==> src/rtl/mles_pkg.sv <==
// ----------------------------------------------------------------------------
// mles_pkg
// Shared types, operation codes and saturation helpers for the Metropolis
// local energy sampler.
// ----------------------------------------------------------------------------
package mles_pkg;

  localparam int PSI_BITS = 30;
  localparam int T_BITS   = 28;

  localparam logic [63:0] PSI_ONE      = 64'd1 << PSI_BITS;
  localparam logic [63:0] E_INV        = 64'd395007542;
  localparam logic [3:0]  SERIES_TERMS = 4'd12;

  localparam logic [1:0] OP_MUL    = 2'd0;
  localparam logic [1:0] OP_MULSH  = 2'd1;
  localparam logic [1:0] OP_MULDIV = 2'd2;
  localparam logic [1:0] OP_SQRT   = 2'd3;

  localparam logic signed [63:0] E48_MAX = 64'sd140737488355327;
  localparam logic signed [63:0] E48_MIN = -E48_MAX - 64'sd1;

  typedef struct packed {
    logic        start;
    logic [1:0]  op;
    logic [63:0] a;
    logic [63:0] b;
    logic [63:0] d;
    logic [6:0]  sh;
  } unit_req_t;

  typedef struct packed {
    logic         done;
    logic [63:0]  q;
    logic [127:0] prod;
  } unit_rsp_t;

  typedef struct packed {
    logic [30:0]        mu;
    logic [30:0]        sigma;
    logic [30:0]        delta;
    logic [15:0]        nsteps;
    logic signed [31:0] start;
    logic               load_start;
  } cfg_t;

  function automatic logic signed [47:0] sat48(input logic signed [63:0] v);
    logic signed [47:0] r;
    if (v > E48_MAX) r = E48_MAX[47:0];
    else if (v < E48_MIN) r = E48_MIN[47:0];
    else r = v[47:0];
    return r;
  endfunction

  function automatic logic signed [63:0] sat_add64(input logic signed [63:0] a,
                                                    input logic signed [63:0] b);
    logic signed [64:0] s;
    logic signed [63:0] r;
    s = 65'(a) + 65'(b);
    if (s[64] != s[63]) r = s[64] ? {1'b1, 63'd0} : {1'b0, {63{1'b1}}};
    else r = s[63:0];
    return r;
  endfunction

  function automatic logic [63:0] mag64(input logic signed [63:0] v);
    logic [63:0] r;
    r = v[63] ? (64'd0 - v) : v;
    return r;
  endfunction

endpackage

==> src/rtl/mles_cfg.sv <==
// ----------------------------------------------------------------------------
// mles_cfg
// APB register file: gaussian centre, width, proposal width, block length
// and start position. A start position write also reloads an idle walker.
// ----------------------------------------------------------------------------
module mles_cfg (
  input  logic               clk,
  input  logic               rst,
  input  logic               psel,
  input  logic               penable,
  input  logic               pwrite,
  input  logic [4:0]         paddr,
  input  logic [31:0]        pwdata,
  output logic [31:0]        prdata,
  output logic               pready,
  output mles_pkg::cfg_t     cfg
);
  import mles_pkg::*;

  localparam logic [2:0] REG_MU     = 3'd0;
  localparam logic [2:0] REG_SIGMA  = 3'd1;
  localparam logic [2:0] REG_DELTA  = 3'd2;
  localparam logic [2:0] REG_NSTEPS = 3'd3;
  localparam logic [2:0] REG_START  = 3'd4;

  logic [30:0]        mu;
  logic [30:0]        sigma;
  logic [30:0]        delta;
  logic [15:0]        nsteps;
  logic signed [31:0] start;
  logic               wr;

  assign pready = 1'b1;
  assign wr = psel && penable && pwrite;

  always_ff @(posedge clk) begin
    if (rst) begin
      mu     <= 31'd13421773;
      sigma  <= 31'd10066330;
      delta  <= 31'd16777216;
      nsteps <= 16'd1000;
      start  <= 32'sd0;
    end else if (wr) begin
      case (paddr[4:2])
        REG_MU:     mu     <= pwdata[30:0];
        REG_SIGMA:  sigma  <= pwdata[30:0];
        REG_DELTA:  delta  <= pwdata[30:0];
        REG_NSTEPS: nsteps <= pwdata[15:0];
        REG_START:  start  <= pwdata;
        default: ;
      endcase
    end
  end

  always_comb begin
    case (paddr[4:2])
      REG_MU:     prdata = {1'b0, mu};
      REG_SIGMA:  prdata = {1'b0, sigma};
      REG_DELTA:  prdata = {1'b0, delta};
      REG_NSTEPS: prdata = {16'd0, nsteps};
      REG_START:  prdata = start;
      default:    prdata = 32'd0;
    endcase
  end

  always_comb begin
    cfg.mu         = mu;
    cfg.sigma      = sigma;
    cfg.delta      = delta;
    cfg.nsteps     = nsteps;
    cfg.start      = $signed(pwdata);
    cfg.load_start = wr && (paddr[4:2] == REG_START);
  end

endmodule

==> config.mk <==
export PLATFORM = sky130hd
export DESIGN_NAME = mles_cfg
export DESIGN_NICKNAME = d
export VERILOG_FILES = /design/src/rtl/mles_pkg.sv /design/src/rtl/mles_cfg.sv
export SDC_FILE = /design/constraint.sdc
export NUM_CORES = 1
export LEC_CHECK = 0
export BUFFER_PORTS_ARGS = -buffer_cell sky130_fd_sc_hd__buf_2
export CAP_MARGIN = 20
export CORE_MARGIN = 1
export CORE_UTILIZATION = 52
export DETAILED_ROUTE_END_ITERATION = 12
export GPL_TIMING_DRIVEN = 0
export PLACE_DENSITY = 0.81
export SYNTH_ARGS = -nofsm -noshare
export SYNTH_HDL_FRONTEND = slang
export SYNTH_SLANG_ARGS = --single-unit
==> constraint.sdc <==
create_clock -name clk -period 1.8 [get_ports clk]
set_input_delay 0.36 -clock clk [delete_from_list [all_inputs] [get_ports clk]]
set_output_delay 0.36 -clock clk [all_outputs]
set_load 0.03 [all_outputs]
==> impl_results.md, run 1 <==
- Run status: finished, violations left
- Failing checks: negative setup slack
- Async SR Flop Fraction: 0
- Top Family by Delay on Critical Path: flip-flops
- Final period utilization: 1.040
- Syn_nets: 851
- Post-route minimum period: 1.871 ns
- FILL cells: 962
- Via count: 7,740
- Post-synth EDFFs: 0
- Worst path slowest cell: dfxtp_2
- Clk Latency, worst-skew pair: 0.43 ns
- Final Skew: 0 ns
- VDD IR-drop max: 0.0005796 V
- Bufs and invs on worst path: 1
- Cell Chain, Critical Path: mux2_4 > a22oi_2 > o22ai_2 > buf_6
- Area grow syn2layout: 37.01%
- Max-cap violations: 0
- Final Non-Filler Cells: 1,242
- TritonCTS clock tree: built
- Share of post-route cells with drive strength above 1: 0.3837
- IO buf count: 210
- Die X: 118.1 microns
- Drt wl/cell: 21.70 microns
- Post-route ant nets: 0
- Synth Area per Inst: 8.658 sq um
- Core area: 0.01319 sq mm
- NumNets Final: 1,099
- Synth Instances: 809
- Max clock buf depth: 2
- Pre-CTS setup slack: -0.7161 ns
- PD cells: 775.7 mW/mm^2
- Detailed Place HPWL: 17.25 mm
- Initial detailed-routing violation count: 1,027
- Final setup vio count: 11
- Max Freq: 534.3 MHz
- Most frequent cell after synthesis: dfxtp_1
- Commonest cells in the netlist: 141 x dfxtp_1, 130 x o21ai_0, 76 x mux2i_1, 64 x nor2b_1, 63 x nand2b_1
- Unrepaired setup endpoints after global routing: yes
- Die Y: 118.1 microns
- Pleak: 4.110 nW
- Cell Rows: 42
- DRC: 0
- Post-synth cell types: 33
- IO Count: 217
- Critical Path Start Type: register
- Initial Util: 0.5310
- Grt ovf: 0
- Final worst slack: -0.07145 ns
- TritonCTS Sinks: 141
- Least-Margin Pin Slew: 0.7929 ns
- Pre-Repair DR Iteration Count: 6
- Total Routing Usage GR: 0.3768
- First-pass GRT wire length: 39.74 mm
- Vias per inst: 6.232
- Synth Register Bits: 141
- Top cell type's share of synthesized area: 0.4030
- Crit path DAT: 1.51 ns
- Diode count: 0
- Largest net degree at the start of global routing: 17
- CTS Buf Count: 17
- Die area: 0.01394 sq mm
- Final wirelength: 26.95 mm
- Hold/Removal Path Class: primary input to register
- Final hold viol count: 0
- Total area of sequential cells: 0.002851 sq mm
- Antenna violations before repair: 0
- Final Slew Violations: 0
- Sequential share of the synthesized area: 0.4030
- Placed insts: 1,195
- Top post-synthesis cells by area: dfxtp_1 40%, mux2i_1 11%, o21ai_0 9.3%, nor2b_1 5.7%, nand2b_1 5.6%
- Top FF cell, synth: dfxtp_1
- H-tree levels: 4
- Relative slew slack: 0.4714
- Post-Syn Area: 0.007004 sq mm
- Dominant cell type by area after synthesis: dfxtp_1
- Root Driver: clkbuf_16
- Worst setup path category: register to primary output
- Max incr delay on CP: 0.33 ns
- CP Max Fanout: 3
- CP Capture Type: primary output
- Multi-input combinational cell area: 0.003839 sq mm
- Crit path required time: 1.44 ns
- Vias in the first global route: 7,141
- Final GP Congestion: 0.8911
- Clock-pin slew of the registers on the worst-case setup and hold paths: 0.06 ns
- Synth warn: 0
-- sequential cells by signal, summed over array words and instances (netlist names) --
signal / flops
delta: 31
mu: 31
nsteps: 16
sigma: 31
start: 32
-- kinds of logic (layout without fill, tap and decap cells) --
family	count (synthesis)	in the layout	synth area share
mux	92	92	0.1343
compound gates	224	224	0.1799
flops	141	141	0.4030
buf+inv	109	366	0.08646
other cells	1	1	0.0005354
simple gates	242	242	0.1958
-- final timing paths --
kind / from / slack (ns) / cells after the start / end
worst max-delay path: delta[5]$_SDFFE_PP0P_ / -0.07 / 4 / prdata[5]
worst min-delay path: pwdata[28] / 0.19 / 3 / mu[28]$_SDFFE_PP0P_
worst max register to register: delta[15]$_SDFFE_PP0P_ / 0.90 / 4 / delta[15]$_SDFFE_PP0P_
worst min register to register: nsteps[11]$_SDFFE_PP0P_ / 0.48 / 2 / nsteps[11]$_SDFFE_PP0P_
-- cell usage in the layout (no fill, tap or decap), types with 9 or more instances in the layout --
cell type | synthesis | layout
o21ai_1 | 13 | 14
buf_2 | 14 | 185
o22ai_2 | 0 | 16
dfxtp_1 | 141 | 118
a21oi_1 | 18 | 18
nor2b_1 | 64 | 62
dfxtp_2 | 0 | 23
buf_6 | 5 | 25
nand3b_1 | 15 | 15
nand2b_1 | 63 | 63
a22oi_1 | 32 | 9
clkbuf_1 | 49 | 43
a22oi_2 | 0 | 23
mux2i_1 | 76 | 76
mux2_2 | 16 | 11
o21ai_0 | 130 | 129
nor2_1 | 56 | 55
nand2_1 | 16 | 16
nand3_1 | 18 | 18
clkbuf_16 | 0 | 21
o211ai_1 | 14 | 14
buf_4 | 37 | 69
-- tightest hold or removal path, cell delays in order --
cell	delay (ns)
buf_2	0.11
nand3_1	0.06
a21oi_1	0.05
-- final cells by class --
type,instances,share of cell area
multi-input cells,559,0.4000
plain buffers,106,0.07744
clock buffers,26,0.05202
well taps,176,0.02295
clock inverters,2,0.001043
repair buffers,231,0.1490
inverters,1,0.0003911
flip-flops and latches,141,0.2971
-- metrics by stage --
stage | hold slack (ns) | power [W] | utilization | TNS, ns | cell area, sq um
floorplan | 0.5077 | 0.003817 | - | -1.349 | 7138
global placement | 0.4735 | 0.004130 | 0.6375 | -19.12 | 8409
detailed placement | 0.4781 | 0.004138 | 0.6375 | -20.76 | 8409
CTS | 0.1907 | 0.007294 | 0.7047 | -0.2690 | 9295
global route | 0.2025 | 0.007569 | 0.7276 | -0.5849 | 9597
finish | 0.1921 | 0.007444 | 0.7276 | -0.3362 | 9597
-- repair_timing --
action | 4_1_cts | 5_1_grt
pin swaps | 5 | 12
gates resized for setup | 82 | 84
hold buffers | 0 | 0
buffers inserted | 12 | 5
gates cloned | 1 | 3
endpoints found under the setup margin | 33 | 33
-- where the power goes --
part | switching (W) | internal [W]
combinational | 0.000689 | 0.000405
sequential | 0.0000195 | 0.00315
clock | 0.00131 | 0.00187
-- metal layers --
metal,wire length (microns),up-vias,track usage
met5,0,-,0
met4,1100,0,0.2003
met3,3240,117,0.09835
met2,12310,640,0.5835
met1,10300,3697,0.4796
li1,-,3286,-
No activity file was read; power rests on OpenSTA's default activity.
==> run 2: changes to the inputs <==
CELL_PAD_IN_SITES_DETAIL_PLACEMENT = 1   (was not set)
CELL_PAD_IN_SITES_GLOBAL_PLACEMENT = 1   (was not set)
CORE_UTILIZATION = 38   (was 52)
PLACE_DENSITY = not set   (was 0.81)
PLACE_DENSITY_LB_ADDON = 0.1   (was not set)
==> impl_results.md, run 2 (synthesis gave the netlist of run 1 again) <==
- Switching Share: 0.2630 (-0.008767)
- CP Capture Type: primary output
- Cell Rows: 49 (+17%)
- Core area: 0.01802 sq mm (+37%)
- Initial detailed-routing violation count: 414 (-60%)
- Via count: 7,247 (-6.4%)
- TritonCTS clock tree: built
- Pre-Repair DR Iteration Count: 5 (-1)
- IO Count: 217 (unchanged)
- CTS Buf Count: 17 (unchanged)
- Max-cap violations: 0 (unchanged)
- Root Driver: clkbuf_16
- Combinational cell fraction of total power: 0.134 (-0.013)
- Initial Util: 0.3886 (-0.1424)
- Psw: 0.002142 W (+5.9%)
- R2r endpoint: delta[9]$_SDFFE_PP0P_
- Antenna violations before repair: 0 (unchanged)
- Multi-input combinational cell area: 0.003855 sq mm (+0.42%)
- NumNets Final: 1,100 (+0.091%)
- Share of post-route cells with drive strength above 1: 0.3922 (+0.008480)
- H-tree levels: 4 (unchanged)
- Final Non-Filler Cells: 1,300 (+4.7%)
- Detailed Place HPWL: 20.54 mm (+19%)
- Total area of sequential cells: 0.002854 sq mm (about the same)
- First-pass GRT wire length: 44.26 mm (+11%)
- VDD IR-drop max: 0.0007770 V (+34%)
- Relative slew slack: 0.4004 (-0.07094)
- Final setup vio count: 5 (-6)
- Post-route minimum period: 1.862 ns (-0.009346 ns)
- Cell Chain, Critical Path: buf_12 > or2_4 > buf_8 > clkbuf_16 > o211ai_1 > buf_4
- Reg2reg start: delta[9]$_SDFFE_PP0P_
- Hold Crit Start: pwdata[21]
- TritonCTS Sinks: 141 (unchanged)
- Critical Path Start Type: primary input
- Grt ovf: 0 (unchanged)
- Area grow syn2layout: 39.69%
- Max reg flops: 32 (unchanged)
- Final GP Congestion: 0.8391 (-5.8%)
- Die X: 137.8 microns (+17%)
- PD cells: 832.2 mW/mm^2 (+7.3%)
- Top Family by Delay on Critical Path: buffers and inverters
- FILL cells: 2,170 (+130%)
- Total power: 0.008142 W (+9.4%)
- IO buf count: 210 (unchanged)
- Run status: finished, violations left
- Most flops, register: start
- Most frequent cells in the layout: 192 x buf_2, 129 x o21ai_0, 118 x dfxtp_1
- Clock network power share: 0.477 (+0.049)
- Total Routing Usage GR: 0.3258 (-0.05105)
- Placed insts: 1,248 (+4.4%)
- Worst setup path category: primary input to primary output
- Worst hold endpoint: mu[21]$_SDFFE_PP0P_
- Max incr delay on CP: 0.26 ns (-0.07 ns)
- Crit path required time: 1.44 ns (about the same)
- Failing checks: negative setup slack
- Most common cell after layout, fill and taps aside: buf_2
- Final core occ: 0.5428 (-0.1847)
- Max clock buf depth: 2 (unchanged)
- Hold-fix buffers, CTS: 0 (unchanged)
- Vias in the first global route: 7,401 (+3.6%)
- Post-route ant nets: 0 (unchanged)
- Worst Hold Depth: 3 (unchanged)
- Reg2reg setup slack: 0.87 ns (-0.03 ns)
- Largest net degree at the start of global routing: 17 (unchanged)
- Drt wl/cell: 23.14 microns (+6.7%)
- Final Skew: 0 ns (unchanged)
- Final worst slack: -0.06210 ns (+0.009346 ns)
- Unrepaired setup endpoints after global routing: yes
- Final setup TNS: -0.09822 ns (+0.2380 ns)
- Vias per inst: 5.575 (-11%)
- Final wirelength: 30.08 mm (+12%)
- Die area: 0.01898 sq mm (+36%)
- Crit path DAT: 1.50 ns (about the same)
- Diode count: 0 (unchanged)
- Die Y: 137.8 microns (+17%)
- Internal power: 0.006001 W (+11%)
- Max Freq: 537.0 MHz (+0.50%)
- Reg2reg path depth: 4 (unchanged)
- Worst path slowest cell: o211ai_1
- Final hold viol count: 0 (unchanged)
- Final period utilization: 1.035 (-0.005192)
- Pleak: 4.179 nW (+1.7%)
- Least-Margin Pin Slew: 0.8993 ns (+0.1064 ns)
- Bufs and invs on worst path: 4 (+3)
- Reg power frac: 0.388 (-0.037)
- Hold/Removal Path Class: primary input to register
- Clk Latency, worst-skew pair: 0.44 ns (about the same)
- Clock-pin slew of the registers on the worst-case setup and hold paths: 0.06 ns (about the same)
- CP Max Fanout: 9 (+6)
- WP depth: 6 (+2)
- Final Slew Violations: 0 (unchanged)
- DRC: 0 (unchanged)
-- run 2: cell types whose count changed in the layout (fill, tap and decap cells not counted), sizes merged --
| cell | before | now |
|---|---|---|
| clkinvlp | 0 | 1 |
| clkbuf | 76 | 70 |
| clkinv | 2 | 5 |
| bufinv | 0 | 4 |
| buf | 287 | 290 |
-- run 2: metrics by stage --
step	instance area (sq um)	worst slack (ns)	hold slack, ns
floorplan	7138	-0.1264	0.5077
global placement	8476	-0.8290	0.4730
detailed placement	8476	-0.8494	0.4877
CTS	9614	-0.02533	0.1981
global route	9784	-0.04717	0.2222
finish	9784	-0.06210	0.2018
-- run 2: cell type report --
type / instances / share of cell area
Timing Repair Buffer: 232 / 0.1391
Multi-Input combinational cell: 559 / 0.3940
Tap cell: 229 / 0.02928
Clock inverter: 10 / 0.01637
Clock buffer: 22 / 0.04949
Buffer: 106 / 0.07967
Inverter: 1 / 0.0003836
Sequential cell: 141 / 0.2917
-- run 2: tightest hold or removal path: cells and delay by family --
family | cells | cell delay [ns]
buffers and inverters | 1 | 0.11
and+or+nand+nor | 1 | 0.06
AOI/OAI and AO/OA | 1 | 0.06
-- run 2: power by group through the flow --
| stage | logic (W) | clock network [W] | registers, W |
|---|---|---|---|
| 6_report | 0.00110 | 0.00389 | 0.00316 |
| 5_1_grt | 0.00115 | 0.00403 | 0.00316 |
| 4_1_cts | 0.00106 | 0.00389 | 0.00316 |
| 3_5_place_dp | 0.000952 | 0 | 0.00323 |
| 3_3_place_gp | 0.000945 | 0 | 0.00323 |
| 2_1_floorplan | 0.000556 | 0 | 0.00326 |
-- run 2: layer usage --
metal  vias to the layer above  GRT usage  part of all wire
li1                       3293          -                 -
met1                      3576     0.3934              0.42
met2                       309     0.5391              0.47
met3                        69    0.07873             0.075
met4                         0     0.1606             0.031
met5                         -          0                 0
-- run 2: what timing repair did --
action	in CTS	in global routing
gates resized for setup	110	50
pin swaps	8	8
setup buffers	16	6
setup endpoints to repair	33	31
-- run 2: worst max-delay path by stage --
stage	from	slack, ns	to
floorplan	paddr[4]	-0.13	prdata[9]
global placement	paddr[3]	-0.83	prdata[14]
detailed placement	paddr[3]	-0.85	prdata[12]
CTS	nsteps[14]$_SDFFE_PP0P_	-0.03	prdata[14]
global route	delta[10]$_SDFFE_PP0P_	-0.05	prdata[10]
finish	paddr[2]	-0.06	prdata[19]
